**config.mk**
```make
export PLATFORM = sky130hd
export DESIGN_NAME = gps_l2c_code_generator_top
export DESIGN_NICKNAME = d
export VERILOG_FILES = /design/src/rtl/l2c_pkg.sv /design/src/rtl/gps_l2c_code_generator_top.sv
export SDC_FILE = /design/constraint.sdc
export NUM_CORES = 1
export LEC_CHECK = 0
export ABC_AREA = 1
export BUFFER_PORTS_ARGS = -buffer_cell sky130_fd_sc_hd__buf_2
export CAP_MARGIN = 20
export CORE_MARGIN = 2
export CORE_UTILIZATION = 30
export CTS_CLUSTER_DIAMETER = 80
export CTS_CLUSTER_SIZE = 8
export DETAILED_ROUTE_END_ITERATION = 10
export GPL_TIMING_DRIVEN = 1
export SYNTH_ARGS = -nofsm -noshare
export SYNTH_HDL_FRONTEND = slang
export SYNTH_SLANG_ARGS = --single-unit
export TNS_END_PERCENT = 100
```
**constraint.sdc**
```tcl
create_clock -name aclk -period 4.65 [get_ports aclk]
set_clock_uncertainty 0.1 [all_clocks]
set_input_delay 0.2325 -clock aclk [delete_from_list [all_inputs] [get_ports aclk]]
set_output_delay 0.2325 -clock aclk [all_outputs]
set_load 0.05 [all_outputs]
```
**src/rtl/l2c_pkg.sv**
```systemverilog
// Package for the GPS L2C CM/CL ranging code generator.
// Holds the code lengths, the shift register feedback mask, the per-satellite
// start-word tables and the configuration register indexes. No dependencies.
package l2c_pkg;

    localparam int SR_W        = 27;
    localparam int IDX_W       = 20;
    localparam int SAT_W       = 6;
    localparam int SLOT_W      = 5;
    localparam int CFG_IDX_W   = 2;
    localparam int CFG_DATA_W  = 6;
    localparam int SAT_COUNT   = 32;

    localparam logic [IDX_W-1:0] MODERATE_LENGTH = 20'd10230;
    localparam logic [IDX_W-1:0] LONG_LENGTH     = 20'd767250;

    localparam logic [SR_W-1:0] FEEDBACK_MASK = 27'o445112474;

    localparam logic [CFG_IDX_W-1:0] CFG_IDX_SATELLITE = 2'd0;
    localparam logic [CFG_IDX_W-1:0] CFG_IDX_LONG_CODE = 2'd1;

    localparam logic [SAT_W-1:0] SAT_MIN = 6'd1;
    localparam logic [SAT_W-1:0] SAT_MAX = 6'd32;

    localparam logic signed [1:0] CHIP_PLUS  = 2'sb01;
    localparam logic signed [1:0] CHIP_MINUS = 2'sb11;

    localparam logic [SR_W-1:0] CM_START [SAT_COUNT] = '{
        27'o742417664, 27'o756014035, 27'o002747144, 27'o066265724,
        27'o601403471, 27'o703232733, 27'o124510070, 27'o617316361,
        27'o047541621, 27'o733031046, 27'o713512145, 27'o024437606,
        27'o021264003, 27'o230655351, 27'o001314400, 27'o222021506,
        27'o540264026, 27'o205521705, 27'o064022144, 27'o120161274,
        27'o044023533, 27'o724744327, 27'o045743577, 27'o741201660,
        27'o700274134, 27'o010247261, 27'o713433445, 27'o737324162,
        27'o311627434, 27'o710452007, 27'o722462133, 27'o050172213
    };

    localparam logic [SR_W-1:0] CL_START [SAT_COUNT] = '{
        27'o624145772, 27'o506610362, 27'o220360016, 27'o710406104,
        27'o001143345, 27'o053023326, 27'o652521276, 27'o206124777,
        27'o015563374, 27'o561522076, 27'o023163525, 27'o117776450,
        27'o606516355, 27'o003037343, 27'o046515565, 27'o671511621,
        27'o605402220, 27'o002576207, 27'o525163451, 27'o266527765,
        27'o006760703, 27'o501474556, 27'o743747443, 27'o615534726,
        27'o763621420, 27'o720727474, 27'o700521043, 27'o222567263,
        27'o132765304, 27'o746332245, 27'o102300466, 27'o255231716
    };

    // Out-of-range satellite numbers are clamped into 1..32 before lookup.
    function automatic logic [SR_W-1:0] start_word(input logic [SAT_W-1:0] sat,
                                                   input logic             long_sel);
        logic [SAT_W-1:0]  sat_c;
        logic [SAT_W-1:0]  slot_w;
        logic [SLOT_W-1:0] slot;
        sat_c = sat;
        if (sat_c < SAT_MIN) begin
            sat_c = SAT_MIN;
        end
        if (sat_c > SAT_MAX) begin
            sat_c = SAT_MAX;
        end
        slot_w = sat_c - SAT_MIN;
        slot   = slot_w[SLOT_W-1:0];
        return long_sel ? CL_START[slot] : CM_START[slot];
    endfunction

endpackage

```
**src/rtl/gps_l2c_code_generator_top.sv**
```systemverilog
// A chip appears on the result channel in the cycle after its transaction is accepted.
// One chip per cycle unless m_ready stalls; the shift register steps once per accepted chip.
// The output register is refilled in the same cycle it is drained, so no bubble is needed.
// Reset (aresetn low, synchronous): satellite 1, moderate code, register not loaded,
// output empty. The first chip after reset loads the satellite start word.
// Depends on l2c_pkg.
module gps_l2c_code_generator_top (
    input  logic                               aclk,
    input  logic                               aresetn,
    input  logic                               cfg_we,
    input  logic [l2c_pkg::CFG_IDX_W-1:0]      cfg_index,
    input  logic [l2c_pkg::CFG_DATA_W-1:0]     cfg_data,
    input  logic                               s_valid,
    output logic                               s_ready,
    input  logic                               s_restart,
    output logic                               m_valid,
    input  logic                               m_ready,
    output logic signed [1:0]                  m_chip,
    output logic                               m_last_chip
);

    logic [l2c_pkg::SAT_W-1:0]  sat_reg;
    logic                       long_reg;
    logic [l2c_pkg::SR_W-1:0]   sr_reg, sr_next;
    logic [l2c_pkg::IDX_W-1:0]  idx_reg, idx_next;
    logic                       loaded_reg, loaded_next;
    logic                       m_valid_reg;
    logic signed [1:0]          chip_reg, chip_next;
    logic                       last_reg, last_next;

    logic                       accept;
    logic                       reload;
    logic [l2c_pkg::SR_W-1:0]   sr_cur;
    logic [l2c_pkg::IDX_W-1:0]  idx_cur;
    logic [l2c_pkg::IDX_W:0]    idx_inc;
    logic [l2c_pkg::IDX_W-1:0]  length;

    assign s_ready = !m_valid_reg || m_ready;
    assign accept  = s_valid && s_ready;

    assign m_valid     = m_valid_reg;
    assign m_chip      = chip_reg;
    assign m_last_chip = last_reg;

    always_comb begin
        reload  = !loaded_reg || s_restart;
        sr_cur  = reload ? l2c_pkg::start_word(sat_reg, long_reg) : sr_reg;
        idx_cur = reload ? '0 : idx_reg;
        idx_inc = {1'b0, idx_cur} + {{l2c_pkg::IDX_W{1'b0}}, 1'b1};
        length  = long_reg ? l2c_pkg::LONG_LENGTH : l2c_pkg::MODERATE_LENGTH;

        chip_next   = sr_cur[0] ? l2c_pkg::CHIP_MINUS : l2c_pkg::CHIP_PLUS;
        last_next   = idx_inc >= {1'b0, length};
        sr_next     = (sr_cur >> 1) ^ (sr_cur[0] ? l2c_pkg::FEEDBACK_MASK : '0);
        idx_next    = idx_inc[l2c_pkg::IDX_W-1:0];
        loaded_next = !last_next;
    end

    always_ff @(posedge aclk) begin
        if (!aresetn) begin
            sat_reg     <= l2c_pkg::SAT_MIN;
            long_reg    <= 1'b0;
            sr_reg      <= '0;
            idx_reg     <= '0;
            loaded_reg  <= 1'b0;
            m_valid_reg <= 1'b0;
        end else begin
            if (cfg_we) begin
                case (cfg_index)
                    l2c_pkg::CFG_IDX_SATELLITE: sat_reg  <= cfg_data;
                    l2c_pkg::CFG_IDX_LONG_CODE: long_reg <= cfg_data[0];
                    default: ;
                endcase
            end
            if (accept) begin
                sr_reg     <= sr_next;
                idx_reg    <= idx_next;
                loaded_reg <= loaded_next;
            end
            if (accept) begin
                m_valid_reg <= 1'b1;
            end else if (m_ready) begin
                m_valid_reg <= 1'b0;
            end
        end
    end

    always_ff @(posedge aclk) begin
        if (accept) begin
            chip_reg <= chip_next;
            last_reg <= last_next;
        end
    end

`ifndef SYNTHESIS
    // An accepted transaction always leaves a result waiting in the next cycle.
    a_accept_fills: assert property (@(posedge aclk) disable iff (!aresetn)
        accept |=> m_valid)
        else $error("accepted transaction produced no result");

    // A held result is never a zero chip.
    a_chip_nonzero: assert property (@(posedge aclk) disable iff (!aresetn)
        m_valid |-> (m_chip == l2c_pkg::CHIP_PLUS || m_chip == l2c_pkg::CHIP_MINUS))
        else $error("chip value is not +1 or -1");

    // Flagging the last chip must force a reload on the following transaction.
    a_last_unloads: assert property (@(posedge aclk) disable iff (!aresetn)
        (accept && last_next) |=> !loaded_reg)
        else $error("register still loaded after last chip");

    // The chip counter never runs past the long code length.
    a_idx_bound: assert property (@(posedge aclk) disable iff (!aresetn)
        idx_reg <= l2c_pkg::LONG_LENGTH)
        else $error("chip index beyond long code length");
`endif

endmodule

```
; Yosys cells after proc, flatten, opt, wreduce, memory -nomap -nowiden
; Memory sizes are Yosys's and may differ from the RTL's.
; Index checks and enable logic that the tools add are counted.
[classes]
n_addsub = 2
n_mul = 0
div_mod_pow = 0
order_cmp = 4
eq_ne = 1
shift = 0
muxes = 14
bitwise_logic = 2
n_reduce_logical = 10
[ops]
columns = cell, n
row1 = $mux W27, 7
row2 = $mux W20, 2
row3 = $xor A26 B27 Y27, 1
row4 = $add A20 B1 Y21 const B, 1
row5 = $ge A21 B20 Y1, 1
row6 = $ge A6 B6 Y1 const B, 1
row7 = $gt A6 B6 Y1 const B, 1
row8 = $lt A6 B1 Y1 const B, 1
row9 = $mux W6, 1
row10 = $not A5 Y6, 1
row11 = $mux W5, 1
row12 = $sub A5 B1 Y5 const B, 1
row13 = $reduce_and A2 Y1, 2
row14 = $logic_not A1 Y1, 3
row15 = $eq A2 B1 Y1 const B, 1
row16 = $logic_not A2 Y1, 1
row17 = $logic_or A1 B1 Y1, 2
row18 = $mux W1, 2
row19 = $mux W2, 1
row20 = $reduce_bool A2 Y1, 1
row21 = $logic_and A1 B1 Y1, 1
[totals]
register_bits = 59
latchBits = 0
ram_bits = 0
rom_bits = 1728
input_bits = 14
output_inout_bits = 5
word_cells = 43
mem_count = 2
[memory_table]
columns = memory, words, width, read_ports, rd_clocked_by_memory_dff, write_ports, line
row1 = (no name shown), 32, 27, 1, 0, 0, l2c_pkg.sv:65  ; return long_sel ? CL_START[slot] : CM_START[slot];
row2 = (no name shown), 32, 27, 1, 0, 0, l2c_pkg.sv:65

; Logic depth before layout (Yosys ltp)
; Gate-level depths: netlist of run 1.
[depth]
ltp_word = 13
ltp_mapped = 26
mapped_depth_nobuf = 23

; Worst setup path after synthesis of run 1
; Ideal clock, no wire load.
[synth_timing]
kind = register -> register
start = reg loaded_reg
end = reg last_reg (netlist: m_last_chip) (data pin)
t_arrival_ps = 3150
required_time_ps = 4281
slack_ps = 1131
stages_incl_launch_ff = 24
n_path_buf = 3
period_less_slack_ps = 3519
cell_sequence = dfxtp_1 -> inv_2 -> nor2_4 -> buf_2 -> buf_1 -> clkbuf_1 -> nand2_1 -> inv_1 -> ha_1 -> nand2_1 -> inv_1 -> nand2_1 -> or4_1 -> nand2_1 -> inv_1 -> ha_1 -> nand2_1 -> inv_1 -> nand2_1 -> nand2_1 -> nand2_1 -> nand2_1 -> a21oi_1 -> nand3_1
[synth_via]
elab_chain_cells = 5
[synth_lines]
columns = item, line
row1 = "start, declared", gps_l2c_code_generator_top.sv:26  ; logic loaded_reg, loaded_next;
row2 = "start signal, assigned", gps_l2c_code_generator_top.sv:78  ; loaded_reg <= loaded_next;
row3 = $logic_not A1 Y1, gps_l2c_code_generator_top.sv:46  ; reload = !loaded_reg || s_restart;
row4 = $logic_or A1 B1 Y1, gps_l2c_code_generator_top.sv:46
row5 = $mux W20, gps_l2c_code_generator_top.sv:48  ; idx_cur = reload ? '0 : idx_reg;
row6 = $add A20 B1 Y21, gps_l2c_code_generator_top.sv:49  ; idx_inc = {1'b0, idx_cur} + {{l2c_pkg::IDX_W{1'b0}}, 1'b1};
row7 = "net idx_inc, one bit", gps_l2c_code_generator_top.sv:35  ; logic [l2c_pkg::IDX_W:0] idx_inc;
row8 = $ge A21 B20 Y1, gps_l2c_code_generator_top.sv:53  ; last_next = idx_inc >= {1'b0, length};
row9 = net last_next, gps_l2c_code_generator_top.sv:29  ; logic last_reg, last_next;
row10 = "end signal, assigned", gps_l2c_code_generator_top.sv:91  ; last_reg <= last_next;
row11 = "end, declared", gps_l2c_code_generator_top.sv:29
; The timed path passes the listed nets, and every way through them passes these cells.
; A chain may end at the register's enable or synchronous reset.

; Final worst setup path of run 1
[layout_timing]
start = reg sat_reg[5] (netlist bit)
end = reg sr_reg[10] (netlist bit)
[layout_via]
elab_chain_cells = 13
word_cells_on_any_way = 16
[layout_lines]
columns = item, line
row1 = "start, declared", gps_l2c_code_generator_top.sv:22  ; logic [l2c_pkg::SAT_W-1:0] sat_reg;
row2 = "start signal, assigned", gps_l2c_code_generator_top.sv:61  ; sat_reg <= l2c_pkg::SAT_MIN;
row3 = "start signal, assigned", gps_l2c_code_generator_top.sv:70  ; l2c_pkg::CFG_IDX_SATELLITE: sat_reg <= cfg_data;
row4 = $lt A6 B1 Y1, l2c_pkg.sv:57  ; if (sat_c < SAT_MIN) begin
row5 = $mux W6 (*), l2c_pkg.sv:57
row6 = $gt A6 B6 Y1, l2c_pkg.sv:60  ; if (sat_c > SAT_MAX) begin
row7 = $mux W5 (*), l2c_pkg.sv:60
row8 = $sub A5 B1 Y5 (*), l2c_pkg.sv:63  ; slot_w = sat_c - SAT_MIN;
row9 = $not A5 Y6 (implied by the code) (*), l2c_pkg.sv:65
row10 = $mem_v2 Z32 W27, n/a
row11 = $mux W27 (implied by the code) (2 in a row), l2c_pkg.sv:65
row12 = $mux W27 (*), l2c_pkg.sv:65
row13 = $mux W27 (*), gps_l2c_code_generator_top.sv:47  ; sr_cur = reload ? l2c_pkg::start_word(sat_reg, long_reg) : sr_reg;
row14 = $mux W27, gps_l2c_code_generator_top.sv:54  ; sr_next = (sr_cur >> 1) ^ (sr_cur[0] ? l2c_pkg::FEEDBACK_MASK : '0);
row15 = $xor A26 B27 Y27 (*), gps_l2c_code_generator_top.sv:54
row16 = "end signal, assigned", gps_l2c_code_generator_top.sv:76  ; sr_reg <= sr_next;
row17 = "end, declared", gps_l2c_code_generator_top.sv:24  ; logic [l2c_pkg::SR_W-1:0] sr_reg, sr_next;
; Every way passes the cells marked *; elsewhere a longest branch is shown, timed or not. The select of a mux whose other input is x is not followed.

==> results.cfg, run 1 <==
[status]
status = finished, final reports clean

[grt]
grt_max_degree = 57
grt_most_used_layer = met2
grt_pass1_wl_um = 37000
first_global_vias = 6754
grt.met1_usage_pct = 29.6
grtUsageMet2_pct = 32.3
antenna_found_initial = 0
grt-ovfl-total = 0
track_usage_pct = 21.6
use_met3_pct = 5.34

[routing]
viasPerCell = 5.40
dr.pass1.iters = 5
vias = 7341
ant_nets = 0
totalWireLength_um = 22900
wl_per_cell_um = 16.9
dr.first_iter.drc_count = 987
drc_errors = 0

[setup_path]
rrSetupSlack_ns = 0.66
endpoint_kind = flop
worstPathArrival_ns = 4.07
path_class = reg -> reg
required_ns = 4.73
cp-start-kind = flop
crit_fanout = 23
crit_chain = nor2_2 -> inv_2 -> ha_1 -> inv_1 -> nand2_1 -> nand2_1 -> nand2_1 -> nand2_1 -> nand2_1 -> nand3_1 -> nand3_1 -> nand3_1 -> nand2_1 -> nand3_1 -> nand2_1 -> nor2_1 -> nor2_1
cpPeakStageDelay_ns = 0.65
cp_slowest_cell = nand2_1
cp_common_cell = nand2_1

[logic_synthesis]
syn_nets = 1137
synth_edf_count = 2
yosysSeqAreaShare_pct = 19.5
yosysWarnings = 0
synth_flop_cell = dfxtp_1
syn_inst = 1099
yosys_register_bits = 58
ys_types = 44
postSynthAreaPerCell_sq_um = 5.52
asyncSetResetFlopFracSynth_pct = 0
synth_area_sq_mm = 0.00607

[floorplanning]
die_h_um = 146
initial_utilization_pct = 30.3
rows = 52
die_area_sq_mm = 0.0214
io_pins = 19
die_w_um = 146
coreArea_sq_mm = 0.0200

[clocking]
cts-root-buf = clkbuf_16
ctsLongestPathBuffers = 2
h-tree-depth = 3
cts_repair_resize_count = 0
clock-sinks = 58
holdBufCountCts = 0
worstSkewPairLatency_ns = 0.34
clk_pin_slew_ns = 0.06
cts_buffers = 9
postCtsSetupBuffers = 0
tritoncts = yes

[power]
leakage_nw = 3.33
clkPwrFrac_pct = 29.7
irDropWorstVdd_mv = 0.179
p_total_mw = 2.07
p_seq_share_pct = 28.3
internal-power_mw = 1.17
swShare_pct = 43.6
p_per_area_mw_per_mm2 = 312
comb_power_share_pct = 42.0
power_switching_mw = 0.903

[layout]
nNetsFinal = 1122
antenna_cells = 0
multi_input_area_sq_mm = 0.00421
final_common_cell = nand2_1
drive_gt1_share_pct = 6.89
fill_cells = 2333
regArea_sq_mm = 0.00118
layout_common_cells = nand2_1, nand3_1, nor2_1
final_area_sq_mm = 0.00664
stdcell_count = 1359
area_growth_pct = 9.40
largest_register_ffs = 27

[placed_design]
dp.cells = 1343
place_congestion = 1.04
dp_slack_ns = 0.778
place_area_sq_mm = 0.00636
dp_hpwl_um = 16500
port_buffers = 17

[sta]
max_freq_mhz = 251
worst_pin_slew_ns = 0.973
setup_tns_ns = 0
period_share_pct = 85.8
fin_crit_ns = 3.99
drv_slew = 0
hold_viol_final = 0
fin_ws_ns = 0.658
rsz0062_at_grt = no
slew_headroom_pct = 35.1
finalSetupViolCount = 0

[hold_path]
min_path_type = in -> reg

[job]
max_cap_viol_count = 0
worst max-delay path, delay by kind of cell, from the launching register on:
| kind | cells | cell delay, ns |
|---|---|---|
| fa+ha+maj | 1 | 0.30 |
| flops | 1 | 0.36 |
| simple gates | 14 | 2.77 |
| buf+inv | 2 | 0.30 |
cells in the mapped netlist (2+ instances only):
library cell | instances | share of area, %
nand2_1 | 340 | 21
nand3_1 | 184 | 15
nor2_1 | 104 | 6.4
inv_1 | 99 | 6.1
a21oi_1 | 76 | 6.3
dfxtp_1 | 56 | 18
o21ai_0 | 56 | 4.6
clkbuf_1 | 25 | 1.5
ha_1 | 24 | 4.9
buf_2 | 21 | 1.7
o211ai_1 | 21 | 2.6
o21ai_1 | 11 | 0.91
buf_4 | 9 | 1.1
nand4_1 | 9 | 0.93
or2_2 | 8 | 0.82
xor2_1 | 8 | 1.2
buf_1 | 5 | 0.31
inv_2 | 5 | 0.31
a31oi_1 | 3 | 0.31
nand2_2 | 3 | 0.31
a21boi_0 | 2 | 0.25
a21o_1 | 2 | 0.25
buf_6 | 2 | 0.37
edfxtp_1 | 2 | 0.99
nand2_4 | 2 | 0.37
nor2_2 | 2 | 0.21
o22ai_1 | 2 | 0.21
xnor2_1 | 2 | 0.29
per-layer routing:
layer | routed length (um) | part of all wire, %
met1 | 10000 | 44
met2 | 9700 | 42
met3 | 2130 | 9.3
met4 | 1070 | 4.7
met5 | 0 | 0
path summary, 6_finish.rpt:
kind / from / endpoint / depth (start not counted)
setup / recovery: sat_reg[5]$_SDFFE_PN0P_ / sr_reg[10]$_SDFFE_PN0P_ / 17
hold / removal: cfg_data[3] / sat_reg[3]$_SDFFE_PN0P_ / 3
setup reg to reg: sat_reg[5]$_SDFFE_PN0P_ / sr_reg[10]$_SDFFE_PN0P_ / 17
hold reg to reg: sr_reg[11]$_SDFFE_PN0P_ / sr_reg[11]$_SDFFE_PN0P_ / 2
cell families after synthesis:
kind of cell | after synthesis | synth area share [%]
compound gates | 178 | 16.1
simple gates | 661 | 46.4
other cells | 1 | 0.0618
fa+ha+maj | 24 | 4.95
buf+inv | 167 | 11.6
flops | 58 | 19.5
xor+xnor | 10 | 1.44
through the flow:
step                hold WS, ns  utilization, %
floorplan                 0.263               -
global placement          0.347            31.8
detailed placement        0.355            31.8
CTS                      0.0223            33.1
global route             0.0500            33.1
finish                   0.0308            33.1
power groups by stage:
| stage | Combinational (mW) | Clock [mW] | Sequential (mW) |
|---|---|---|---|
| floorplan | 0.599 | 0 | 0.598 |
| CTS | 0.847 | 0.631 | 0.587 |
| global placement | 0.855 | 0 | 0.596 |
| global route | 0.966 | 0.654 | 0.594 |
| finish | 0.870 | 0.615 | 0.587 |
| detailed placement | 0.844 | 0 | 0.596 |
layout make-up:
class	instances	area share (%)
clock buffer	10	3.45
clock inverter	6	0.678
inverter	105	5.94
multi-input combinational	874	63.4
sequential	58	17.8
tap	270	5.09
timing repair buffer	36	3.62
(Power assumes the default switching activity.)
==> run 2: changes to the inputs <==
==> constraint.sdc (replaced) <==
create_clock -name aclk -period 4.65 [get_ports aclk]
set_clock_uncertainty 0.1 [all_clocks]
set_input_delay 0.93 -clock aclk [delete_from_list [all_inputs] [get_ports aclk]]
set_output_delay 0.93 -clock aclk [all_outputs]
set_load 0.05 [all_outputs]
==> run 2 against run 1 <==
  * Core utilization increased by 0.43 points
  * Non-clock buffer count increased by 6
  * Final cell count increased by 0.44%
  * Clock power increased by 9.9%
  * Sequential power about the same
  * First-iteration DRC count decreased by 10%
  * Fmax increased by 9.1%
  * Sequential share of layout area decreased by 0.23 points
  * Final area increased by 1.3%
  * Routed wire length decreased by 1.5%
  * Die area unchanged
  * Total power increased by 2.7%
  * Largest power group unchanged
==> results.cfg, run 2 (same netlist as run 1, synthesis figures left out) <==
[sta]
fin_crit_ns = 3.66
setup_tns_ns = 0
hold_viol_final = 0
drv_slew = 0
period_share_pct = 78.7
worst_hold_slack_ns = 0.360
max_freq_mhz = 273
rsz0062_at_grt = no
fin_ws_ns = 0.992
finalSetupViolCount = 0
slew_headroom_pct = 30.9
worst_pin_slew_ns = 1.03

[power]
leakage_nw = 3.38
irDropWorstVdd_mv = 0.196
p_per_area_mw_per_mm2 = 316

[grt]
grt-ovfl-total = 0
first_global_vias = 6738
grt_max_degree = 47
track_usage_pct = 21.2
grt_pass1_wl_um = 36300
antenna_found_initial = 0

[job]
max_cap_viol_count = 0

[layout]
drive_gt1_share_pct = 7.49
multi_input_area_sq_mm = 0.00421
layout_common_cells = nand2_1, nand3_1, nor2_1
final_common_cell = nand2_1
largest_register_ffs = 27
area_growth_pct = 10.8
final_util_pct = 33.6
antenna_cells = 0
regArea_sq_mm = 0.00118
nNetsFinal = 1128
fill_cells = 2324

[clocking]
cts-root-buf = clkbuf_16
cts_buffers = 9
h-tree-depth = 3
cts_repair_resize_count = 0
postCtsSetupBuffers = 0
holdBufCountCts = 0
clock-sinks = 58
worstSkewPairLatency_ns = 0.34
ctsLongestPathBuffers = 2
clk_pin_slew_ns = 0.06
tritoncts = yes

[setup_path]
cp_common_cell = nand2_1
path_class = in -> reg
worst-path-buf-inv = 6
endpoint_kind = flop
crit_fanout = 34
cpPeakStageDelay_ns = 0.41
worstPathArrival_ns = 3.63
crit_chain = buf_2 -> nor2_4 -> buf_4 -> nand2_1 -> inv_1 -> ha_1 -> nand2_1 -> inv_1 -> nand2_1 -> or4_1 -> nand2_1 -> inv_1 -> ha_1 -> nand2_1 -> inv_1 -> nand2_1 -> nand2_1 -> nand2_1 -> nand2_1 -> a21oi_1 -> nand3_1
cp-start-kind = input pin
crit_family = simple AND/OR/NAND/NOR gates
required_ns = 4.63
cp_slowest_cell = or4_1

[floorplanning]
io_pins = 19
die_h_um = 146
die_w_um = 146
coreArea_sq_mm = 0.0200
rows = 52
die_area_sq_mm = 0.0214
initial_utilization_pct = 30.3

[hold_path]
min_path_type = reg -> reg

[routing]
ant_nets = 0
dr.first_iter.drc_count = 887
totalWireLength_um = 22600
drc_errors = 0
viasPerCell = 5.38
wl_per_cell_um = 16.6
dr.pass1.iters = 8
vias = 7346

[placed_design]
place_congestion = 1.04
dp_slack_ns = 0.604
dp_hpwl_um = 16400
port_buffers = 17

[status]
status = finished, final reports clean
[run 2: cell count changes in the layout (fill, tap and decap cells not counted)]
cell,delta
buf_12,+1
buf_4,+5
bufinv_16,+1
clkbuf_1,-1
clkinv_2,-1
clkinvlp_4,-1
inv_4,+1
inv_6,+1
[run 2: worst paths after layout]
check                          startpoint                      end  slack (ns)  cells past startpoint
setup reg to reg  sat_reg[1]$_SDFFE_PN0P_  sr_reg[12]$_SDFFE_PN0P_        1.06                     19
hold reg to reg   sr_reg[16]$_SDFFE_PN0P_  sr_reg[16]$_SDFFE_PN0P_        0.36                      2
setup / recovery                s_restart    m_last_chip$_DFFE_PP_        0.99                     21
hold / removal    sr_reg[16]$_SDFFE_PN0P_  sr_reg[16]$_SDFFE_PN0P_        0.36                      2
[run 2: routing by layer]
metal / wire length, um / global-route usage (%) / vias up
met3: 2180 / 5.38 / 104
met4: 1210 / 10.6 / 0
met2: 9570 / 31.6 / 387
met5: 0 / 0 / -
li1: - / - / 3591
met1: 9650 / 28.5 / 3264
[run 2: where the power goes]
| part | internal [mW] | switching (mW) | total, mW |
|---|---|---|---|
| logic | 0.261 | 0.603 | 0.865 |
| clock network | 0.418 | 0.258 | 0.676 |
| registers | 0.553 | 0.0340 | 0.587 |
[run 2: tightest hold or removal path, cell delays in order, from the launching register on]
cell     delay, ns
dfxtp_1       0.30
nand2_1       0.06
a21oi_1       0.05
[run 2: cell type report]
cell class	instances	share of cell area (%)
sequential	58	17.6
clock buffer	9	3.35
inverter	105	5.86
clock inverter	7	1.15
tap	270	5.02
timing repair buffer	42	4.43
multi-input combinational	874	62.6
[run 2: per-stage QoR]
step | instances | area [sq um] | total power [mW]
floorplan | 1099 | 6070 | 1.20
global placement | 1349 | 6420 | 1.44
detailed placement | 1349 | 6420 | 1.44
CTS | 1365 | 6730 | 2.12
global route | 1365 | 6730 | 2.26
finish | 1365 | 6730 | 2.13
